==> src/hw/rtl/ffa_pkg.sv <==
// ----------------------------------------------------------------------------
// ffa_pkg
// Shared constants, codes and types of the first-fit unit allocator.
// ----------------------------------------------------------------------------
package ffa_pkg;

    // pool geometry
    localparam int UNIT_COUNT    = 256;
    localparam int GRANULE_SHIFT = 16;
    localparam int MAX_RUN       = 255;

    // field widths
    localparam int ADDR_W    = 48;
    localparam int BYTES_W   = 32;
    localparam int STATUS_W  = 2;
    localparam int UNITS_W   = 9;
    localparam int LEN_W     = 8;
    localparam int ENTRY_W   = LEN_W + 1;
    localparam int IDX_W     = $clog2(UNIT_COUNT);
    localparam int CNT_W     = $clog2(UNIT_COUNT + 1);
    localparam int HINT_W    = BYTES_W + 1 - GRANULE_SHIFT;
    localparam int SUM_W     = (HINT_W > CNT_W) ? HINT_W : CNT_W;
    localparam int GOFF_W    = ADDR_W - GRANULE_SHIFT;

    localparam logic [IDX_W-1:0]   LAST_IDX   = IDX_W'(UNIT_COUNT - 1);
    localparam logic [BYTES_W:0]   ROUND_ADD  = (BYTES_W + 1)'((64'd1 << GRANULE_SHIFT) - 64'd1);

    // configuration registers
    localparam int CFG_IDX_W  = 1;
    localparam int CFG_DATA_W = ADDR_W;
    localparam logic [CFG_IDX_W-1:0] CFG_POOL_BASE   = 1'b0;
    localparam logic [CFG_IDX_W-1:0] CFG_MAX_REQUEST = 1'b1;
    localparam logic [BYTES_W-1:0]   MAX_REQUEST_RST = 32'd8388608;

    // commands
    localparam logic CMD_ALLOC = 1'b0;
    localparam logic CMD_FREE  = 1'b1;

    // result status codes
    localparam logic [STATUS_W-1:0] ST_OK       = 2'd0;
    localparam logic [STATUS_W-1:0] ST_REJECT   = 2'd1;
    localparam logic [STATUS_W-1:0] ST_NO_FIT   = 2'd2;
    localparam logic [STATUS_W-1:0] ST_NOT_USED = 2'd3;

    // configuration seen by the controller
    typedef struct packed {
        logic [ADDR_W-1:0]  pool_base;
        logic [BYTES_W-1:0] max_request_bytes;
    } cfg_t;

    // saturate a granule count to the result field
    function automatic logic [UNITS_W-1:0] sat_units(input logic [CNT_W-1:0] units);
        logic [31:0] wide;
        wide = 32'(units);
        return (wide > 32'd511) ? 9'h1FF : wide[UNITS_W-1:0];
    endfunction

endpackage

==> src/hw/rtl/ffa_if.sv <==
// ----------------------------------------------------------------------------
// ffa_if
// Item channels of the allocator: request, result and configuration write.
// ----------------------------------------------------------------------------
interface ffa_req_if import ffa_pkg::*; ();
    logic               valid;
    logic               ready;
    logic               command;
    logic [BYTES_W-1:0] request_bytes;
    logic [ADDR_W-1:0]  block_address;

    modport source (output valid, command, request_bytes, block_address, input ready);
    modport sink   (input valid, command, request_bytes, block_address, output ready);
endinterface

interface ffa_rsp_if import ffa_pkg::*; ();
    logic                valid;
    logic                ready;
    logic [STATUS_W-1:0] status;
    logic [ADDR_W-1:0]   block_base;
    logic [UNITS_W-1:0]  run_units;

    modport source (output valid, status, block_base, run_units, input ready);
    modport sink   (input valid, status, block_base, run_units, output ready);
endinterface

interface ffa_cfg_if import ffa_pkg::*; ();
    logic                  valid;
    logic                  ready;
    logic [CFG_IDX_W-1:0]  index;
    logic [CFG_DATA_W-1:0] data;

    modport source (output valid, index, data, input ready);
    modport sink   (input valid, index, data, output ready);
endinterface

==> src/hw/rtl/ffa_ram.sv <==
// ----------------------------------------------------------------------------
// ffa_ram
// Generic single-write, single-read RAM with a registered read port.
// ----------------------------------------------------------------------------
module ffa_ram #(
    parameter int WIDTH = 8,
    parameter int DEPTH = 16
) (
    input  logic                     clk,
    input  logic                     we,
    input  logic [$clog2(DEPTH)-1:0] waddr,
    input  logic [WIDTH-1:0]         wdata,
    input  logic [$clog2(DEPTH)-1:0] raddr,
    output logic [WIDTH-1:0]         rdata
);

    logic [WIDTH-1:0] mem [DEPTH];

    // write port and registered read
    always_ff @(posedge clk)
    begin
        if (we)
        begin
            mem[waddr] <= wdata;
        end
        rdata <= mem[raddr];
    end

endmodule

==> src/hw/rtl/ffa_ctrl.sv <==
// ----------------------------------------------------------------------------
// ffa_ctrl
// Allocation sequencer: table clear after reset, request checks, first-fit
// scan over the granule table, mark and release passes, result register.
// ----------------------------------------------------------------------------
module ffa_ctrl import ffa_pkg::*; (
    input  logic                clk,
    input  logic                rst_n,
    input  cfg_t                cfg,
    ffa_req_if.sink             req,
    ffa_rsp_if.source           rsp,
    output logic                mem_we,
    output logic [IDX_W-1:0]    mem_waddr,
    output logic [ENTRY_W-1:0]  mem_wdata,
    output logic [IDX_W-1:0]    mem_raddr,
    input  logic [ENTRY_W-1:0]  mem_rdata
);

    typedef enum logic [3:0] {
        S_CLEAR,
        S_IDLE,
        S_CHECK,
        S_SCAN,
        S_MARK,
        S_FREE_RD,
        S_FREE_CHK,
        S_RELEASE,
        S_RESULT
    } state_t;

    state_t              state_reg, state_next;
    logic                cmd_reg, cmd_next;
    logic [BYTES_W-1:0]  bytes_reg, bytes_next;
    logic [ADDR_W-1:0]   addr_reg, addr_next;
    logic [CNT_W-1:0]    units_reg, units_next;
    logic [HINT_W-1:0]   hint_reg, hint_next;
    logic [IDX_W-1:0]    unit_reg, unit_next;
    logic [IDX_W-1:0]    ptr_reg, ptr_next;
    logic [IDX_W-1:0]    chk_reg, chk_next;
    logic                pend_reg, pend_next;
    logic [CNT_W-1:0]    cnt_reg, cnt_next;
    logic [STATUS_W-1:0] res_status_reg, res_status_next;

    logic                rsp_valid_reg, rsp_valid_next;
    logic [STATUS_W-1:0] rsp_status_reg, rsp_status_next;
    logic [ADDR_W-1:0]   rsp_base_reg, rsp_base_next;
    logic [UNITS_W-1:0]  rsp_units_reg, rsp_units_next;

    logic [BYTES_W:0]    round_sum;
    logic [HINT_W-1:0]   gran_units;
    logic [BYTES_W:0]    rounded_bytes;
    logic                alloc_bad;
    logic [ADDR_W:0]     addr_diff;
    logic                free_bad;
    logic [CNT_W-1:0]    run_cnt;
    logic [CNT_W-1:0]    fit_base;
    logic                entry_used;
    logic [LEN_W-1:0]    entry_len;
    logic [SUM_W-1:0]    free_units;
    logic [SUM_W-1:0]    units_left;
    logic [CNT_W-1:0]    cnt_inc;

    // request rounding and range checks
    always_comb
    begin
        round_sum     = {1'b0, bytes_reg} + ROUND_ADD;
        gran_units    = round_sum[BYTES_W:GRANULE_SHIFT];
        rounded_bytes = {gran_units, {GRANULE_SHIFT{1'b0}}};
        alloc_bad     = (bytes_reg == '0)
                     || (bytes_reg > cfg.max_request_bytes)
                     || (rounded_bytes > {1'b0, cfg.max_request_bytes})
                     || (32'(gran_units) > 32'(UNIT_COUNT))
                     || (32'(gran_units) > 32'(MAX_RUN));
        addr_diff     = {1'b0, addr_reg} - {1'b0, cfg.pool_base};
        free_bad      = addr_diff[ADDR_W]
                     || (addr_diff[ADDR_W-1:GRANULE_SHIFT] >= GOFF_W'(UNIT_COUNT))
                     || (addr_diff[GRANULE_SHIFT-1:0] != '0);
    end

    // scan and release arithmetic
    always_comb
    begin
        entry_used = mem_rdata[ENTRY_W-1];
        entry_len  = mem_rdata[LEN_W-1:0];
        run_cnt    = entry_used ? '0 : (cnt_reg + CNT_W'(1));
        fit_base   = CNT_W'(chk_reg) + CNT_W'(1) - units_reg;
        if (entry_len != '0)
        begin
            free_units = SUM_W'(entry_len);
        end
        else if (hint_reg == '0)
        begin
            free_units = SUM_W'(1);
        end
        else
        begin
            free_units = SUM_W'(hint_reg);
        end
        units_left = SUM_W'(UNIT_COUNT) - SUM_W'(unit_reg);
        cnt_inc    = cnt_reg + CNT_W'(1);
    end

    // memory port drive
    always_comb
    begin
        mem_raddr = ptr_reg;
        mem_waddr = ptr_reg;
        mem_we    = 1'b0;
        mem_wdata = '0;
        case (state_reg) inside
            S_CLEAR, S_RELEASE:
            begin
                mem_we = 1'b1;
            end
            S_MARK:
            begin
                mem_we    = 1'b1;
                mem_wdata = {1'b1, (ptr_reg == unit_reg) ? LEN_W'(units_reg) : LEN_W'(0)};
            end
            default:
            begin
                mem_we = 1'b0;
            end
        endcase
    end

    // sequencer next state
    always_comb
    begin
        state_next      = state_reg;
        cmd_next        = cmd_reg;
        bytes_next      = bytes_reg;
        addr_next       = addr_reg;
        units_next      = units_reg;
        hint_next       = hint_reg;
        unit_next       = unit_reg;
        ptr_next        = ptr_reg;
        chk_next        = chk_reg;
        pend_next       = 1'b0;
        cnt_next        = cnt_reg;
        res_status_next = res_status_reg;
        rsp_valid_next  = rsp_valid_reg && !rsp.ready;
        rsp_status_next = rsp_status_reg;
        rsp_base_next   = rsp_base_reg;
        rsp_units_next  = rsp_units_reg;

        unique case (state_reg) inside
            S_CLEAR:
            begin
                ptr_next = ptr_reg + IDX_W'(1);
                if (ptr_reg == LAST_IDX)
                begin
                    ptr_next   = '0;
                    state_next = S_IDLE;
                end
            end
            S_IDLE:
            begin
                if (req.valid)
                begin
                    cmd_next   = req.command;
                    bytes_next = req.request_bytes;
                    addr_next  = req.block_address;
                    state_next = S_CHECK;
                end
            end
            S_CHECK:
            begin
                hint_next = gran_units;
                cnt_next  = '0;
                unit_next = '0;
                units_next = '0;
                if (cmd_reg == CMD_ALLOC)
                begin
                    if (alloc_bad)
                    begin
                        res_status_next = ST_REJECT;
                        state_next      = S_RESULT;
                    end
                    else
                    begin
                        units_next = CNT_W'(gran_units);
                        ptr_next   = '0;
                        state_next = S_SCAN;
                    end
                end
                else
                begin
                    if (free_bad)
                    begin
                        res_status_next = ST_REJECT;
                        state_next      = S_RESULT;
                    end
                    else
                    begin
                        unit_next  = addr_diff[GRANULE_SHIFT+IDX_W-1:GRANULE_SHIFT];
                        ptr_next   = addr_diff[GRANULE_SHIFT+IDX_W-1:GRANULE_SHIFT];
                        state_next = S_FREE_RD;
                    end
                end
            end
            S_SCAN:
            begin
                // issue one read a cycle, check the entry read last cycle
                pend_next = 1'b1;
                chk_next  = ptr_reg;
                ptr_next  = (ptr_reg == LAST_IDX) ? ptr_reg : (ptr_reg + IDX_W'(1));
                if (pend_reg)
                begin
                    cnt_next = run_cnt;
                    if (run_cnt == units_reg)
                    begin
                        unit_next  = fit_base[IDX_W-1:0];
                        ptr_next   = fit_base[IDX_W-1:0];
                        cnt_next   = '0;
                        state_next = S_MARK;
                    end
                    else if (chk_reg == LAST_IDX)
                    begin
                        units_next      = '0;
                        res_status_next = ST_NO_FIT;
                        state_next      = S_RESULT;
                    end
                end
            end
            S_MARK, S_RELEASE:
            begin
                ptr_next = ptr_reg + IDX_W'(1);
                cnt_next = cnt_inc;
                if (cnt_inc == units_reg)
                begin
                    res_status_next = ST_OK;
                    state_next      = S_RESULT;
                end
            end
            S_FREE_RD:
            begin
                state_next = S_FREE_CHK;
            end
            S_FREE_CHK:
            begin
                cnt_next = '0;
                if (!entry_used)
                begin
                    unit_next       = '0;
                    res_status_next = ST_NOT_USED;
                    state_next      = S_RESULT;
                end
                else if (free_units > units_left)
                begin
                    unit_next       = '0;
                    res_status_next = ST_REJECT;
                    state_next      = S_RESULT;
                end
                else
                begin
                    units_next = CNT_W'(free_units);
                    state_next = S_RELEASE;
                end
            end
            S_RESULT:
            begin
                // failures leave base index and count at zero
                if (!rsp_valid_reg || rsp.ready)
                begin
                    rsp_valid_next  = 1'b1;
                    rsp_status_next = res_status_reg;
                    if (res_status_reg == ST_OK)
                    begin
                        rsp_base_next  = cfg.pool_base
                                       + (ADDR_W'(unit_reg) << GRANULE_SHIFT);
                        rsp_units_next = sat_units(units_reg);
                    end
                    else
                    begin
                        rsp_base_next  = '0;
                        rsp_units_next = '0;
                    end
                    state_next = S_IDLE;
                end
            end
            default:
            begin
                state_next = S_IDLE;
            end
        endcase
    end

    // state and registered outputs
    always_ff @(posedge clk or negedge rst_n)
    begin
        if (!rst_n)
        begin
            state_reg      <= S_CLEAR;
            cmd_reg        <= CMD_ALLOC;
            bytes_reg      <= '0;
            addr_reg       <= '0;
            units_reg      <= '0;
            hint_reg       <= '0;
            unit_reg       <= '0;
            ptr_reg        <= '0;
            chk_reg        <= '0;
            pend_reg       <= 1'b0;
            cnt_reg        <= '0;
            res_status_reg <= ST_OK;
            rsp_valid_reg  <= 1'b0;
            rsp_status_reg <= ST_OK;
            rsp_base_reg   <= '0;
            rsp_units_reg  <= '0;
        end
        else
        begin
            state_reg      <= state_next;
            cmd_reg        <= cmd_next;
            bytes_reg      <= bytes_next;
            addr_reg       <= addr_next;
            units_reg      <= units_next;
            hint_reg       <= hint_next;
            unit_reg       <= unit_next;
            ptr_reg        <= ptr_next;
            chk_reg        <= chk_next;
            pend_reg       <= pend_next;
            cnt_reg        <= cnt_next;
            res_status_reg <= res_status_next;
            rsp_valid_reg  <= rsp_valid_next;
            rsp_status_reg <= rsp_status_next;
            rsp_base_reg   <= rsp_base_next;
            rsp_units_reg  <= rsp_units_next;
        end
    end

    assign req.ready      = (state_reg == S_IDLE);
    assign rsp.valid      = rsp_valid_reg;
    assign rsp.status     = rsp_status_reg;
    assign rsp.block_base = rsp_base_reg;
    assign rsp.run_units  = rsp_units_reg;

endmodule

==> src/hw/rtl/first_fit_unit_allocator_top.sv <==
// ----------------------------------------------------------------------------
// first_fit_unit_allocator_top
// First-fit contiguous granule allocator with a per-granule table in RAM.
// ----------------------------------------------------------------------------
// An allocate runs through the check, the first-fit scan and the mark pass;
// a free through the check, the entry read and check and the release pass,
// and a rejected address ends at the check; one item in flight at a time.
// The scan reads one table entry a cycle through the single RAM read port.
// After reset a clearing pass zeroes the whole table; no items
// are taken during it, configuration writes are taken at all times.
module first_fit_unit_allocator_top import ffa_pkg::*; (
    input  logic       clk,
    input  logic       rst_n,
    ffa_req_if.sink    req,
    ffa_rsp_if.source  rsp,
    ffa_cfg_if.sink    cfg
);

    logic [ADDR_W-1:0]  pool_base_reg;
    logic [BYTES_W-1:0] max_request_reg;
    cfg_t               cfg_bus;

    logic               mem_we;
    logic [IDX_W-1:0]   mem_waddr;
    logic [ENTRY_W-1:0] mem_wdata;
    logic [IDX_W-1:0]   mem_raddr;
    logic [ENTRY_W-1:0] mem_rdata;

    // configuration register writes
    always_ff @(posedge clk or negedge rst_n)
    begin
        if (!rst_n)
        begin
            pool_base_reg   <= '0;
            max_request_reg <= MAX_REQUEST_RST;
        end
        else if (cfg.valid)
        begin
            unique case (cfg.index)
                CFG_POOL_BASE:   pool_base_reg   <= cfg.data;
                CFG_MAX_REQUEST: max_request_reg <= cfg.data[BYTES_W-1:0];
                default:         pool_base_reg   <= pool_base_reg;
            endcase
        end
    end

    assign cfg.ready = 1'b1;
    assign cfg_bus   = '{pool_base: pool_base_reg, max_request_bytes: max_request_reg};

    // granule table: used flag over run length
    ffa_ram #(
        .WIDTH (ENTRY_W),
        .DEPTH (UNIT_COUNT)
    ) u_table (
        .clk   (clk),
        .we    (mem_we),
        .waddr (mem_waddr),
        .wdata (mem_wdata),
        .raddr (mem_raddr),
        .rdata (mem_rdata)
    );

    // allocation sequencer
    ffa_ctrl u_ctrl (
        .clk       (clk),
        .rst_n     (rst_n),
        .cfg       (cfg_bus),
        .req       (req),
        .rsp       (rsp),
        .mem_we    (mem_we),
        .mem_waddr (mem_waddr),
        .mem_wdata (mem_wdata),
        .mem_raddr (mem_raddr),
        .mem_rdata (mem_rdata)
    );

endmodule

==> src/flat_wrapper.sv <==
// flat-port wrapper written by rule: the top's interface ports become plain ports
module first_fit_unit_allocator_top_flat import ffa_pkg::*;
  (clk, rst_n, req_valid, req_command, req_request_bytes, req_block_address, req_ready, rsp_valid, rsp_status, rsp_block_base, rsp_run_units, rsp_ready, cfg_valid, cfg_index, cfg_data, cfg_ready);
  ffa_req_if req_i ();
  ffa_rsp_if rsp_i ();
  ffa_cfg_if cfg_i ();
  input  logic clk;
  input  logic rst_n;
  input wire logic [$bits(req_i.valid)-1:0] req_valid;
  input wire logic [$bits(req_i.command)-1:0] req_command;
  input wire logic [$bits(req_i.request_bytes)-1:0] req_request_bytes;
  input wire logic [$bits(req_i.block_address)-1:0] req_block_address;
  output wire logic [$bits(req_i.ready)-1:0] req_ready;
  output wire logic [$bits(rsp_i.valid)-1:0] rsp_valid;
  output wire logic [$bits(rsp_i.status)-1:0] rsp_status;
  output wire logic [$bits(rsp_i.block_base)-1:0] rsp_block_base;
  output wire logic [$bits(rsp_i.run_units)-1:0] rsp_run_units;
  input wire logic [$bits(rsp_i.ready)-1:0] rsp_ready;
  input wire logic [$bits(cfg_i.valid)-1:0] cfg_valid;
  input wire logic [$bits(cfg_i.index)-1:0] cfg_index;
  input wire logic [$bits(cfg_i.data)-1:0] cfg_data;
  output wire logic [$bits(cfg_i.ready)-1:0] cfg_ready;
  assign req_i.valid = req_valid;
  assign req_i.command = req_command;
  assign req_i.request_bytes = req_request_bytes;
  assign req_i.block_address = req_block_address;
  assign req_ready = req_i.ready;
  assign rsp_valid = rsp_i.valid;
  assign rsp_status = rsp_i.status;
  assign rsp_block_base = rsp_i.block_base;
  assign rsp_run_units = rsp_i.run_units;
  assign rsp_i.ready = rsp_ready;
  assign cfg_i.valid = cfg_valid;
  assign cfg_i.index = cfg_index;
  assign cfg_i.data = cfg_data;
  assign cfg_ready = cfg_i.ready;
  first_fit_unit_allocator_top u_core (.clk(clk), .rst_n(rst_n), .req(req_i), .rsp(rsp_i), .cfg(cfg_i));
endmodule
==> config.mk <==
export PLATFORM = sky130hd
export DESIGN_NAME = first_fit_unit_allocator_top_flat
export DESIGN_NICKNAME = d
export VERILOG_FILES = /design/src/hw/rtl/ffa_pkg.sv /design/src/hw/rtl/ffa_if.sv /design/src/hw/rtl/ffa_ram.sv /design/src/hw/rtl/ffa_ctrl.sv /design/src/hw/rtl/first_fit_unit_allocator_top.sv /design/src/flat_wrapper.sv
export SDC_FILE = /design/constraint.sdc
export NUM_CORES = 2
export LEC_CHECK = 0
export BUFFER_PORTS_ARGS = -buffer_cell sky130_fd_sc_hd__buf_2
export CORE_MARGIN = 1.5
export CORE_UTILIZATION = 55
export CTS_CLUSTER_SIZE = 8
export DETAILED_ROUTE_END_ITERATION = 6
export GPL_TIMING_DRIVEN = 0
export MAX_ROUTING_LAYER = met4
export PLACE_DENSITY = 0.76
export SLEW_MARGIN = 20
export SYNTH_ARGS = -nofsm -noshare
export SYNTH_HDL_FRONTEND = slang
export SYNTH_SLANG_ARGS = --single-unit
==> constraint.sdc <==
create_clock -name clk -period 24.8 [get_ports clk]
set_input_delay 2.48 -clock clk [delete_from_list [all_inputs] [get_ports clk]]
set_output_delay 2.48 -clock clk [all_outputs]
set_load 0.03 [all_outputs]
==> metrics.md <==
| Metric | Value |
|---|---|
| CP top delay family | `buffers and inverters` |
| Effective utilization at floorplan | `55.4%` |
| Register name with the most flops | `u_core.u_table.mem` |
| Synthesis-to-layout area growth | `16.0%` |
| Total leakage power | `38.0 nW` |
| Number of buffers and inverters on the critical path | `8` |
| Via Count | `68,400` |
| Endpoints failing setup | `0` |
| Layout fillers | `12,700` |
| Number of distinct library cells after synthesis | `110` |
| Final Hold Vio Count | `0` |
| Sequential element share of the synthesized area | `70.8%` |
| Biggest area consumer among synthesized cells | `sky130_fd_sc_hd__edfxtp_1` |
| Drc violations | `110` |
| Final Worst Setup Slack | `17.09 ns` |
| Root Buffer | `sky130_fd_sc_hd__clkbuf_16` |
| CTS tree | `done` |
| Number of buffers inserted by hold repair at cts | `0` |
| Gate count of the mapped netlist | `5,797` |
| Pwr per Cell Area | `75.5 nW/um^2` |
| Placed Cells incl. Taps | `8,727` |
| Num CTS Buffers | `376` |
| Result of the run | `finished, violations left` |
| Final non-filler cell total | `9,235` |
| Dominant cell by count in the synthesized netlist | `sky130_fd_sc_hd__edfxtp_1` |
| Clock period minus final worst setup slack | `7.71 ns` |
| Placeable core region | `195,000 um^2` |
| Critical path, cell by cell | `buf_2, buf_2, buf_2, buf_2, buf_2, inv_1, nor2_1, nand3_1, clkbuf_2, buf_16, nor2_1` |
| Minimum setup slack after placement | `17.87 ns` |
| Tot GR Track Use | `41.9%` |
| Mean Syn Cell Area | `18.7 um^2` |
| Worst Skew | `0.127 ns` |
| Max-capacitance violation count | `0` |
| Commonest cells in the synthesized netlist | `sky130_fd_sc_hd__edfxtp_1, sky130_fd_sc_hd__mux4_2, sky130_fd_sc_hd__nor2_1, sky130_fd_sc_hd__dfrtp_1, sky130_fd_sc_hd__nand2_1` |
| Port Buffer Count | `195` |
| Sum of routed wire length over all layers | `405,000 um` |
| Post-route antenna net violation count | `0` |
| Total area of sequential cells | `76,500 um^2` |
| Via count of the first global-routing pass | `66,000` |
| Worst relative slew slack | `5.54%` |
| Transition at the pin with the smallest max-transition slack | `1.41 ns` |
| Die Wd | `447 um` |
| Synthesis warning total | `0` |
| First-pass DRT Iterations | `7` |
| Count of clock tree sinks | `2,600` |
| Post-synthesis instance area | `108,000 um^2` |
| Deepest clock path buffer count | `4` |
| Post-CTS setup repair buffer count | `0` |
| Fin. max-slew vios | `0` |
| Number of enable-type register cells in the synthesized netlist | `2,304` |
| Fin crit share | `31.1%` |
| Number of H-tree levels | `5` |
| Multi-input combinational cell area | `29,900 um^2` |
| Synth Register Bits | `2,600` |
| WP data required | `25.37 ns` |
| CP max FO | `10` |
| Class of the most critical setup path | `register to register` |
| Data arrival time of the worst path | `8.28 ns` |
| Routed length per placed instance | `43.9 um` |
| Cell row count | `162` |
| Setup TNS Final | `0 ns` |
| HPWL after detailed placement | `257,000 um` |
| Max IR drop VDD | `0.0803 mV` |
| DIE AREA | `199,000 um^2` |
| Number of gates given a new drive strength after cts | `0` |
| Global-route wire length before repair | `542,000 um` |
| I/O pin cnt | `197` |
| Kind of launch point of the worst setup path | `register` |
| Proportion of register bits with asynchronous set or reset after synthesis | `11.0%` |
| Number of antenna violations at the first check in global routing | `35` |
| Timing-limited maximum frequency | `130 MHz` |
| Leading register cell type out of synthesis | `sky130_fd_sc_hd__edfxtp_1` |
| Pin count of the biggest net entering global routing | `99` |
| NumNets Final | `6,752` |
| Die outline height | `447 um` |
| Unrepaired setup endpoints after global routing | `false` |
| Ratio of cells with drive above 1 in the final layout | `28.7%` |
| Post-synth net total | `6,068` |
| Via-to-Cell Ratio | `7.41` |
| Congestion Overflow GR | `0` |
| Critical Path Slowest Stage Cell | `sky130_fd_sc_hd__nor2_1` |
| Critical path's most frequent cell | `sky130_fd_sc_hd__buf_2` |
| Cell types occupying the most area after synthesis | `sky130_fd_sc_hd__edfxtp_1, sky130_fd_sc_hd__mux4_2, sky130_fd_sc_hd__dfrtp_1` |
| Violated checks | `design-rule violations` |
| Clock edge transition at the registers on the reported setup and hold paths | `0.05 ns` |
| CP Capture Type | `register` |
| Max incr delay on CP | `0.89 ns` |
| Number of flip-flops under the largest register name | `2,304` |
| Gp weighted congestion | `1.04` |
| Clock latency reported for the late side of the worst-skew pair | `1.03 ns` |
| Iteration-0 DRC count of the detailed router | `12,200` |
| Worst hold path class | `register to register` |
| Share of the synthesized area in the top cell type | `64.0%` |
[path summary, 6_finish.rpt]
check | slack [ns] | startpoint | cells past startpoint | endpoint
max | 17.09 | u_core.u_ctrl.mem_raddr[2] | 11 | u_core.u_table.mem[182][7]
min | 0.43 | u_core.pool_base_reg[11] | 1 | u_core.u_ctrl.rsp.block_base[11]
max reg2reg | 17.09 | u_core.u_ctrl.mem_raddr[2] | 11 | u_core.u_table.mem[182][7]
min reg2reg | 0.43 | u_core.pool_base_reg[11] | 1 | u_core.u_ctrl.rsp.block_base[11]
max in group asynchronous | 22.22 | rst_n | 2 | u_core.u_ctrl.addr_reg[27]
min in group asynchronous | 1.56 | rst_n | 1 | u_core.u_ctrl.hint_reg[2]
[layout by cell type, fill, tap and decap left out, drive strengths merged, types with 60 or more instances in the layout]
cell type / count
a21oi: 112
a22o: 60
buf: 430
clkbuf: 607
dfrtp: 286
diode: 72
edfxtp: 2304
ha: 133
inv: 158
mux2: 126
mux4: 733
nand2: 279
nand3: 80
nor2: 368
o21ai: 133
xnor2: 71
[layout make-up]
class	instances	area share, %
Multi-Input combinational cell	2734	23.9
Antenna cell	72	0.144
Tap cell	2624	2.62
Clock buffer	423	7.73
Buffer	308	1.14
Clock inverter	13	0.135
Timing Repair Buffer	306	2.88
Sequential cell	2600	61.0
Inverter	155	0.464
[kinds of logic (layout without fill, tap and decap cells)]
| group | after synthesis | count (layout) | synth area share (%) |
|---|---|---|---|
| flops | 2600 | 2600 | 70.8 |
| mux | 867 | 867 | 16.6 |
| compound gates | 606 | 606 | 3.98 |
| other cells | 1 | 73 | 0.00347 |
| fa+ha+maj | 136 | 136 | 1.59 |
| xor+xnor | 101 | 101 | 0.818 |
| simple gates | 1023 | 1023 | 4.46 |
| buf+inv | 463 | 1205 | 1.74 |
[stage by stage]
stage	hold slack, ns	utilization [%]	power (W)	instance area (um^2)
after floorplan	0.446	-	0.00493	108000
after global placement	0.467	57.6	0.00500	112000
after detailed placement	0.470	59.1	0.00500	115000
after CTS	0.432	64.1	0.00942	125000
after global routing	0.445	64.2	0.00960	125000
final	0.430	64.3	0.00947	125000
[routing by layer]
layer  vias to the layer above  GRT usage (%)  routed length (um)  share of wire, %
met4                         0           32.0               41000                10
met1                     34100           47.2              123000                30
met2                      7397           58.7              176000                43
li1                      24800              -                   -                 -
met3                      2095           18.2               64900                16
met5                         -              -                   0                 0
[report_power, final]
part	switching, W	total, W	internal (W)	leakage (nW)
clock network	0.00184	0.00455	0.00271	4.83
registers	0.0000144	0.00474	0.00473	20.8
logic	0.000117	0.000179	0.0000620	12.4
No activity file was read; power rests on OpenSTA's default activity.
